## config.mk

```make
export PLATFORM = sky130hd
export DESIGN_NAME = associative_key_value_table
export DESIGN_NICKNAME = d
export VERILOG_FILES = /design/src/hdl/akvt_pkg.sv /design/src/hdl/associative_key_value_table.sv /design/src/hdl/akvt_cell.sv
export SDC_FILE = /design/constraint.sdc
export NUM_CORES = 2
export LEC_CHECK = 0
export BUFFER_PORTS_ARGS = -buffer_cell sky130_fd_sc_hd__buf_2
export CORE_MARGIN = 2
export CORE_UTILIZATION = 34
export DETAILED_ROUTE_END_ITERATION = 10
export PLACE_DENSITY = 0.48
export SETUP_SLACK_MARGIN = 0.2
export SLEW_MARGIN = 0
export SYNTH_ARGS = -nofsm -noshare
export SYNTH_HDL_FRONTEND = slang
export SYNTH_SLANG_ARGS = --single-unit
```

## constraint.sdc

```tcl
create_clock -name clk -period 10.3 [get_ports clk]
set_input_delay 0.515 -clock clk [delete_from_list [all_inputs] [get_ports clk]]
set_output_delay 0.515 -clock clk [all_outputs]
set_load 0.02 [all_outputs]
```

## src/hdl/akvt_pkg.sv

```systemverilog
// Shared types, defaults and result codes for the associative key/value table.
package akvt_pkg;

	// Default geometry
	localparam int ENTRIES_DEF     = 16;
	localparam int KEY_BYTES_DEF   = 8;
	localparam int VALUE_BYTES_DEF = 8;

	// Port field widths
	localparam int FIELD_W  = 64;
	localparam int STATUS_W = 3;
	localparam int EIDX_W   = 4;

	// Request kinds
	localparam logic REQ_INSERT = 1'b0;
	localparam logic REQ_LOOKUP = 1'b1;

	// Result codes
	localparam logic [STATUS_W-1:0] ST_OVERWRITTEN = 3'd0;
	localparam logic [STATUS_W-1:0] ST_INSERTED    = 3'd1;
	localparam logic [STATUS_W-1:0] ST_FULL        = 3'd2;
	localparam logic [STATUS_W-1:0] ST_FOUND       = 3'd3;
	localparam logic [STATUS_W-1:0] ST_NOT_FOUND   = 3'd4;
	localparam logic [STATUS_W-1:0] ST_EMPTY_KEY   = 3'd5;

	// Control part of the search token that walks the cell row
	typedef struct packed {
		logic vld;
		logic lookup;
		logic empty;
		logic hit;
		logic free;
	} akvt_ctl_t;

endpackage

```

## src/hdl/associative_key_value_table.sv

```systemverilog
// Top level of the associative key/value table: request intake, cell row, result register.
//
//  channel   dir  handshake          payload
//  s_*       in   s_tvalid/s_tready  tuser: req_type; tdata: key, value
//  m_*       out  m_tvalid/m_tready  tuser: status; tdata: value_out, entry_index
//
// An accepted request becomes a search token that walks the row of entry cells,
// one cell per cycle, gathering the first matching entry and the first free one.
// When it leaves the last cell the insert (if any) is written back to its entry.
// An accepted request passes the injection register, the cell row, the pending
// result and the output register. A new request is taken once the previous
// one has reached the result register, even while that result still waits.
// Reset clears every stored key (all entries free) and all control state.
module associative_key_value_table #(
	parameter int ENTRIES     = akvt_pkg::ENTRIES_DEF,
	parameter int KEY_BYTES   = akvt_pkg::KEY_BYTES_DEF,
	parameter int VALUE_BYTES = akvt_pkg::VALUE_BYTES_DEF
) (
	input  logic         clk,
	input  logic         arst_n,
	input  logic         s_tvalid,
	output logic         s_tready,
	input  logic [127:0] s_tdata,  // [63:0] key, [127:64] value
	input  logic         s_tuser,  // [0] req_type
	output logic         m_tvalid,
	input  logic         m_tready,
	output logic [71:0]  m_tdata,  // [63:0] value_out, [67:64] entry_index, [71:68] zero
	output logic [2:0]   m_tuser   // [2:0] status
);

	localparam int IDX_W = (ENTRIES > 1) ? $clog2(ENTRIES) : 1;
	localparam int KEY_W = KEY_BYTES * 8;
	localparam int VAL_W = VALUE_BYTES * 8;
	localparam int FW    = akvt_pkg::FIELD_W;
	localparam int SW    = akvt_pkg::STATUS_W;
	localparam int EW    = akvt_pkg::EIDX_W;

	// Sequencer states
	localparam logic [1:0] S_IDLE = 2'd0;
	localparam logic [1:0] S_WALK = 2'd1;
	localparam logic [1:0] S_DONE = 2'd2;

	logic [1:0] state_q;

	// Token links: index 0 is the injection register, index i+1 leaves cell i
	akvt_pkg::akvt_ctl_t ctl_c      [0:ENTRIES];
	logic [KEY_W-1:0]    key_c      [0:ENTRIES];
	logic [VAL_W-1:0]    val_c      [0:ENTRIES];
	logic [IDX_W-1:0]    hit_idx_c  [0:ENTRIES];
	logic [VAL_W-1:0]    hit_val_c  [0:ENTRIES];
	logic [IDX_W-1:0]    free_idx_c [0:ENTRIES];

	akvt_pkg::akvt_ctl_t inj_ctl_q;
	logic [KEY_W-1:0]    inj_key_q;
	logic [VAL_W-1:0]    inj_val_q;

	logic             in_acc;
	logic [KEY_W-1:0] in_key;
	logic [VAL_W-1:0] in_val;

	// Write-back and result decode at the end of the row
	akvt_pkg::akvt_ctl_t end_ctl;
	logic                end_vld;
	logic                wr_en;
	logic [IDX_W-1:0]    wr_idx;
	logic [SW-1:0]       res_status;
	logic [VAL_W-1:0]    res_val;
	logic [IDX_W-1:0]    res_idx;
	logic [IDX_W+EW-1:0] res_idx_ext;

	logic [SW-1:0]       pend_status_q;
	logic [VAL_W-1:0]    pend_val_q;
	logic [EW-1:0]       pend_idx_q;

	logic                m_valid_q;
	logic [SW-1:0]       out_status_q;
	logic [FW-1:0]       out_val_q;
	logic [EW-1:0]       out_idx_q;
	logic                out_load;

	assign s_tready = (state_q == S_IDLE);
	assign in_acc   = s_tvalid && s_tready;
	// Drop key and value bits above the configured byte counts
	assign in_key   = s_tdata[KEY_W-1:0];
	assign in_val   = s_tdata[FW +: VAL_W];

	// Inject the token for one cycle on acceptance
	always_ff @(posedge clk or negedge arst_n) begin
		if (!arst_n) begin
			inj_ctl_q <= '0;
		end else begin
			inj_ctl_q.vld    <= in_acc;
			inj_ctl_q.lookup <= (s_tuser == akvt_pkg::REQ_LOOKUP);
			inj_ctl_q.empty  <= (in_key == '0);
			inj_ctl_q.hit    <= 1'b0;
			inj_ctl_q.free   <= 1'b0;
		end
	end

	always_ff @(posedge clk) begin
		if (in_acc) begin
			inj_key_q <= in_key;
			inj_val_q <= in_val;
		end
	end

	assign ctl_c[0]      = inj_ctl_q;
	assign key_c[0]      = inj_key_q;
	assign val_c[0]      = inj_val_q;
	assign hit_idx_c[0]  = '0;
	assign hit_val_c[0]  = '0;
	assign free_idx_c[0] = '0;

	// Row of entry cells
	for (genvar gi = 0; gi < ENTRIES; gi++) begin : g_cell
		akvt_cell #(
			.IDX   (gi),
			.IDX_W (IDX_W),
			.KEY_W (KEY_W),
			.VAL_W (VAL_W)
		) u_cell (
			.clk          (clk),
			.arst_n       (arst_n),
			.ctl_in       (ctl_c[gi]),
			.key_in       (key_c[gi]),
			.val_in       (val_c[gi]),
			.hit_idx_in   (hit_idx_c[gi]),
			.hit_val_in   (hit_val_c[gi]),
			.free_idx_in  (free_idx_c[gi]),
			.ctl_out      (ctl_c[gi+1]),
			.key_out      (key_c[gi+1]),
			.val_out      (val_c[gi+1]),
			.hit_idx_out  (hit_idx_c[gi+1]),
			.hit_val_out  (hit_val_c[gi+1]),
			.free_idx_out (free_idx_c[gi+1]),
			.wr_en        (wr_en),
			.wr_idx       (wr_idx),
			.wr_key       (key_c[ENTRIES]),
			.wr_val       (val_c[ENTRIES])
		);
	end

	assign end_ctl = ctl_c[ENTRIES];
	assign end_vld = (state_q == S_WALK) && end_ctl.vld;

	// Decode the finished search: empty key first, then lookup, then insert
	always_comb begin
		res_status = akvt_pkg::ST_EMPTY_KEY;
		res_val    = '0;
		res_idx    = '0;
		wr_idx     = hit_idx_c[ENTRIES];
		wr_en      = 1'b0;
		if (end_ctl.empty) begin
			res_status = akvt_pkg::ST_EMPTY_KEY;
		end else if (end_ctl.lookup) begin
			if (end_ctl.hit) begin
				res_status = akvt_pkg::ST_FOUND;
				res_val    = hit_val_c[ENTRIES];
				res_idx    = hit_idx_c[ENTRIES];
			end else begin
				res_status = akvt_pkg::ST_NOT_FOUND;
			end
		end else if (end_ctl.hit) begin
			res_status = akvt_pkg::ST_OVERWRITTEN;
			res_idx    = hit_idx_c[ENTRIES];
			wr_en      = end_vld;
		end else if (end_ctl.free) begin
			res_status = akvt_pkg::ST_INSERTED;
			res_idx    = free_idx_c[ENTRIES];
			wr_idx     = free_idx_c[ENTRIES];
			wr_en      = end_vld;
		end else begin
			res_status = akvt_pkg::ST_FULL;
		end
	end

	assign res_idx_ext = {{EW{1'b0}}, res_idx};

	// Hold the result until the output register is free
	always_ff @(posedge clk) begin
		if (end_vld) begin
			pend_status_q <= res_status;
			pend_val_q    <= res_val;
			pend_idx_q    <= res_idx_ext[EW-1:0];
		end
	end

	assign out_load = (state_q == S_DONE) && (!m_valid_q || m_tready);

	always_ff @(posedge clk or negedge arst_n) begin
		if (!arst_n) begin
			state_q <= S_IDLE;
		end else begin
			case (state_q)
				S_IDLE: begin
					if (in_acc) state_q <= S_WALK;
				end
				S_WALK: begin
					if (end_vld) state_q <= S_DONE;
				end
				S_DONE: begin
					if (out_load) state_q <= S_IDLE;
				end
				default: begin
					state_q <= S_IDLE;
				end
			endcase
		end
	end

	// Output register
	always_ff @(posedge clk or negedge arst_n) begin
		if (!arst_n) begin
			m_valid_q <= 1'b0;
		end else if (out_load) begin
			m_valid_q <= 1'b1;
		end else if (m_tready) begin
			m_valid_q <= 1'b0;
		end
	end

	always_ff @(posedge clk) begin
		if (out_load) begin
			out_status_q <= pend_status_q;
			out_val_q    <= FW'(pend_val_q);
			out_idx_q    <= pend_idx_q;
		end
	end

	assign m_tvalid = m_valid_q;
	assign m_tuser  = out_status_q;
	assign m_tdata  = {4'b0000, out_idx_q, out_val_q};

endmodule

```

## src/hdl/akvt_cell.sv

```systemverilog
// One table entry: stored key and value, plus one stage of the search token row.
module akvt_cell #(
	parameter int IDX   = 0,
	parameter int IDX_W = 4,
	parameter int KEY_W = 64,
	parameter int VAL_W = 64
) (
	input  logic                clk,
	input  logic                arst_n,
	input  akvt_pkg::akvt_ctl_t ctl_in,
	input  logic [KEY_W-1:0]    key_in,
	input  logic [VAL_W-1:0]    val_in,
	input  logic [IDX_W-1:0]    hit_idx_in,
	input  logic [VAL_W-1:0]    hit_val_in,
	input  logic [IDX_W-1:0]    free_idx_in,
	output akvt_pkg::akvt_ctl_t ctl_out,
	output logic [KEY_W-1:0]    key_out,
	output logic [VAL_W-1:0]    val_out,
	output logic [IDX_W-1:0]    hit_idx_out,
	output logic [VAL_W-1:0]    hit_val_out,
	output logic [IDX_W-1:0]    free_idx_out,
	input  logic                wr_en,
	input  logic [IDX_W-1:0]    wr_idx,
	input  logic [KEY_W-1:0]    wr_key,
	input  logic [VAL_W-1:0]    wr_val
);

	localparam logic [IDX_W-1:0] MY_IDX = IDX_W'(IDX);

	logic [KEY_W-1:0]    ent_key_q;
	logic [VAL_W-1:0]    ent_val_q;
	akvt_pkg::akvt_ctl_t ctl_q;
	logic [KEY_W-1:0]    key_q;
	logic [VAL_W-1:0]    val_q;
	logic [IDX_W-1:0]    hit_idx_q;
	logic [VAL_W-1:0]    hit_val_q;
	logic [IDX_W-1:0]    free_idx_q;

	logic match;
	logic is_free;
	logic wr_here;
	logic first_hit;
	logic first_free;

	akvt_pkg::akvt_ctl_t ctl_d;
	logic [IDX_W-1:0]    hit_idx_d;
	logic [VAL_W-1:0]    hit_val_d;
	logic [IDX_W-1:0]    free_idx_d;

	assign match   = (ent_key_q == key_in);
	assign is_free = (ent_key_q == '0);
	assign wr_here = wr_en && (wr_idx == MY_IDX);

	// Key store: zero marks a free entry
	always_ff @(posedge clk or negedge arst_n) begin
		if (!arst_n) begin
			ent_key_q <= '0;
		end else if (wr_here) begin
			ent_key_q <= wr_key;
		end
	end

	always_ff @(posedge clk) begin
		if (wr_here) begin
			ent_val_q <= wr_val;
		end
	end

	// Keep the first match and first free entry seen
	assign first_hit  = !ctl_in.hit && match;
	assign first_free = !ctl_in.free && is_free;

	always_comb begin
		ctl_d      = ctl_in;
		ctl_d.hit  = ctl_in.hit || match;
		ctl_d.free = ctl_in.free || is_free;
	end

	assign hit_idx_d  = first_hit ? MY_IDX : hit_idx_in;
	assign hit_val_d  = first_hit ? ent_val_q : hit_val_in;
	assign free_idx_d = first_free ? MY_IDX : free_idx_in;

	// Token control
	always_ff @(posedge clk or negedge arst_n) begin
		if (!arst_n) begin
			ctl_q <= '0;
		end else begin
			ctl_q <= ctl_d;
		end
	end

	// Token payload
	always_ff @(posedge clk) begin
		key_q      <= key_in;
		val_q      <= val_in;
		hit_idx_q  <= hit_idx_d;
		hit_val_q  <= hit_val_d;
		free_idx_q <= free_idx_d;
	end

	assign ctl_out      = ctl_q;
	assign key_out      = key_q;
	assign val_out      = val_q;
	assign hit_idx_out  = hit_idx_q;
	assign hit_val_out  = hit_val_q;
	assign free_idx_out = free_idx_q;

endmodule
```

==> flow_metrics.py <==
metrics = {
    "clock_tree": {
        "ctsLongestPathBuffers": 4,
        "h-tree-depth": 6,
        "cts-root-buf": "sky130_fd_sc_hd__clkbuf_16",
        "postCtsSetupBuffers": 0,
        "cts.reportedPaths.clkPinSlew_ps": 60,
        "tritoncts": "yes",
        "numClockSinks": 5574,
        "cts_made_buffers": 583,
        "insertion_delay_ps": 1070,
        "postCtsResizedCells": 0,
    },
    "floorplanning": {
        "ioPinCount": 210,
        "core_area_mm2": 0.498,
        "die_extent_in_y_um": 712,
        "die_width_um": 712,
        "initial_utilization_pct": 34.2,
        "fp-row-count": 259,
        "design.die.area_mm2": 0.507,
    },
    "power_and_ir_drop": {
        "peakVddDrop_v": 0.000165,
        "p_leak_nw": 80.7,
        "p_total_mw": 44.9,
        "power_density_mw_per_mm2": 224,
    },
    "sta": {
        "timing.final.crit_share_pct": 43.1,
        "fin_setup_tns_ps": 0,
        "total_of_endpoints_with_negative_setup_slack_in_the_final_report": 0,
        "rsz0062_at_grt": "false",
        "timing.final.max_slew_violations": 0,
        "max_clock_freq_ghz": 0.225,
        "layout_min_cycle_time_ps": 4440,
        "slew_headroom_pct": 11.9,
        "worstMarginPinSlew_ps": 1320,
        "clk_skew_ps": 72.1,
        "report.final.hold_viol_count": 0,
    },
    "critical_path": {
        "setup.worst_path.end_class": "flip-flop",
        "setup.worst_path.class": "reg -> reg",
        "critical_path_arrival_ps": 5320,
        "regToRegStartpoint": "g_cell[15].u_cell.ctl_out[2]",
        "timing.critical_path.required_ps": 11180,
        "ff2ff_setup_slack_ps": 5860,
        "critPathLaunchType": "flip-flop",
        "timing.critical_path.fanout_max": 64,
        "crit_start": "g_cell[15].u_cell.ctl_out[2]",
    },
    "logic_synthesis": {
        "yosys_register_bits": 5574,
        "ys_seq_area_share_pct": 76.4,
        "asyncSetResetFlopFracSynth_pct": 19.9,
        "top_cells_by_count_synth": "sky130_fd_sc_hd__dfxtp_1, sky130_fd_sc_hd__mux2_2, sky130_fd_sc_hd__edfxtp_1, sky130_fd_sc_hd__dfrtp_1, sky130_fd_sc_hd__xnor2_1",
        "synth_warnings": 0,
        "synthMostInstantiatedCell": "sky130_fd_sc_hd__dfxtp_1",
        "synth_cell_type_count": 36,
        "postSynth.topFlopCell": "sky130_fd_sc_hd__dfxtp_1",
        "postSynthCellCount": 9935,
        "synth-edff-count": 1294,
        "synth.top_cells.by_area": "sky130_fd_sc_hd__dfxtp_1, sky130_fd_sc_hd__edfxtp_1, sky130_fd_sc_hd__dfrtp_1",
        "synth_area_per_cell_um2": 17.1,
        "synthDominantAreaCellType": "sky130_fd_sc_hd__dfxtp_1",
        "synthDominantCellAreaShare_pct": 37.2,
        "mappedNetlistArea_mm2": 0.170,
    },
    "final_layout": {
        "final_net_count": 10800,
        "layout_cell_share_with_drive_strength_beyond_1_pct": 30.1,
        "syn_to_final_growth_pct": 17.8,
    },
    "run": {
        "max-cap-violations": 0,
    },
    "hold_path": {
        "hold_path_class": "in -> reg",
        "hold_path_startpoint": "s_tdata[74]",
    },
    "placement": {
        "dp.final_hpwl_um": 315000,
        "placement.io_buffers": 205,
        "gp_congestion": 0.843,
    },
    "routing": {
        "route.detailed.drc": 0,
        "totalWireLength_um": 478000,
        "ant_nets": 0,
        "detail_route.first_pass.iterations": 6,
        "iteration_0_drc_markers": 6746,
        "detail_route.vias_per_cell": 4.67,
        "routed_wire_length_per_instance_um": 26.7,
        "detailroute.via_count": 83600,
    },
    "grt": {
        "first_global_vias": 85200,
        "pin_count_of_the_biggest_net_entering_global_routing": 162,
        "grtUsageTotal_pct": 18.5,
        "residual_overflow_from_global_routing": 0,
        "antenna_found_initial": 77,
        "grt_first_pass_wirelength_um": 673000,
    },
    "run_status": {
        "status": "complete, no violations",
    },
}
[sequential cells by signal, indices dropped and copies added (netlist names), 3 cells and up]
register / flops
pend_status_q: 3
out_val_q: 64
g_cell.u_cell.ctl_out: 80
ctl_c: 3
g_cell.u_cell.key_out: 1024
g_cell.u_cell.free_idx_out: 49
g_cell.u_cell.hit_idx_out: 49
pend_idx_q: 4
g_cell.u_cell.val_out: 1024
inj_key_q: 64
inj_val_q: 64
g_cell.u_cell.ent_val_q: 1024
m_tuser: 3
g_cell.u_cell.hit_val_out: 1024
out_idx_q: 4
g_cell.u_cell.ent_key_q: 1024
pend_val_q: 64
[stage by stage]
| step | setup slack [ps] | instances | cell area, µm² | util [%] | hold WS, ps |
|---|---|---|---|---|---|
| 4_1_cts | 5850 | 17800 | 201000 | 40.2 | 73.6 |
| 6_report | 5860 | 17900 | 201000 | 40.3 | 195 |
| 3_3_place_gp | 6020 | 16600 | 179000 | 36.0 | 309 |
| 5_1_grt | 5600 | 17900 | 201000 | 40.2 | 137 |
| 2_1_floorplan | 5990 | 9938 | 170000 | - | 219 |
| 3_5_place_dp | 5900 | 16600 | 179000 | 36.0 | 312 |
[worst max-delay path: stages (launching register included)]
cell and delay, ps:
sky130_fd_sc_hd__dfrtp_1 530, sky130_fd_sc_hd__nor4b_4 650, sky130_fd_sc_hd__mux2i_1 530, sky130_fd_sc_hd__nand2_1 410, sky130_fd_sc_hd__nor2_4 760, sky130_fd_sc_hd__buf_4 790
sky130_fd_sc_hd__mux2_2 420
[final timing paths]
| path | end | depth (start not counted) |
|---|---|---|
| setup reg to reg | g_cell[7].u_cell.ent_key_q[34] | 6 |
| hold / removal | inj_val_q[10] | 2 |
| hold reg to reg | g_cell[12].u_cell.val_out[16] | 0 |
| max in group asynchronous | g_cell[0].u_cell.ent_key_q[48] | 6 |
| setup / recovery | g_cell[7].u_cell.ent_key_q[34] | 6 |
| min in group asynchronous | g_cell[8].u_cell.ent_key_q[39] | 3 |
[placed cells by master (no fill, tap or decap), types with 101 or more instances in the layout]
| cell | count |
|---|---|
| sky130_fd_sc_hd__dfxtp_1 | 3106 |
| sky130_fd_sc_hd__mux2_2 | 1754 |
| sky130_fd_sc_hd__edfxtp_1 | 1294 |
| sky130_fd_sc_hd__dfrtp_1 | 1110 |
| sky130_fd_sc_hd__xnor2_1 | 960 |
| sky130_fd_sc_hd__clkbuf_16 | 611 |
| sky130_fd_sc_hd__nor4_1 | 362 |
| sky130_fd_sc_hd__nand4_1 | 327 |
| sky130_fd_sc_hd__buf_2 | 204 |
| sky130_fd_sc_hd__mux2_4 | 196 |
| sky130_fd_sc_hd__and2_1 | 144 |
| sky130_fd_sc_hd__dlygate4sd3_1 | 135 |
| sky130_fd_sc_hd__clkbuf_1 | 131 |
| sky130_fd_sc_hd__buf_4 | 123 |
| sky130_fd_sc_hd__clkbuf_8 | 102 |
| sky130_fd_sc_hd__clkinv_2 | 101 |
[where the power goes]
part | switching (mW) | leakage [nW] | internal, mW
registers | 0.332 | 53.3 | 22.7
logic | 0.265 | 17.6 | 0.243
clock network | 8.80 | 9.75 | 12.5
[area by class of cell]
type	count	area, µm²
well taps	6655	8330
inverters	15	78.8
clock inverters	238	2650
flip-flops and latches	5574	130000
repair buffers	468	3410
diodes	69	173
fillers	45500	298000
multi-input cells	4048	38700
clock buffers	845	17200
[cell families after synthesis]
group | synth area share (%)
flops | 76.4
mux | 13.6
xor+xnor | 5.26
simple gates | 3.70
buf+inv | 1.07
compound gates | 0.0470
other cells | 0.00220
[per-layer routing]
metal	wire, µm	track usage (%)	vias up
li1	-	-	36800
met1	229000	27.7	43300
met2	207000	27.4	2780
met3	29300	3.06	720
met4	13100	5.25	0
met5	0	0	-
[repair_timing]
action | CTS | global route
hold buffers | 135 | 0
endpoints found under the hold margin | 180 | 0
endpoints found under the setup margin | 0 | 0
No activity file was read; power rests on OpenSTA's default activity.
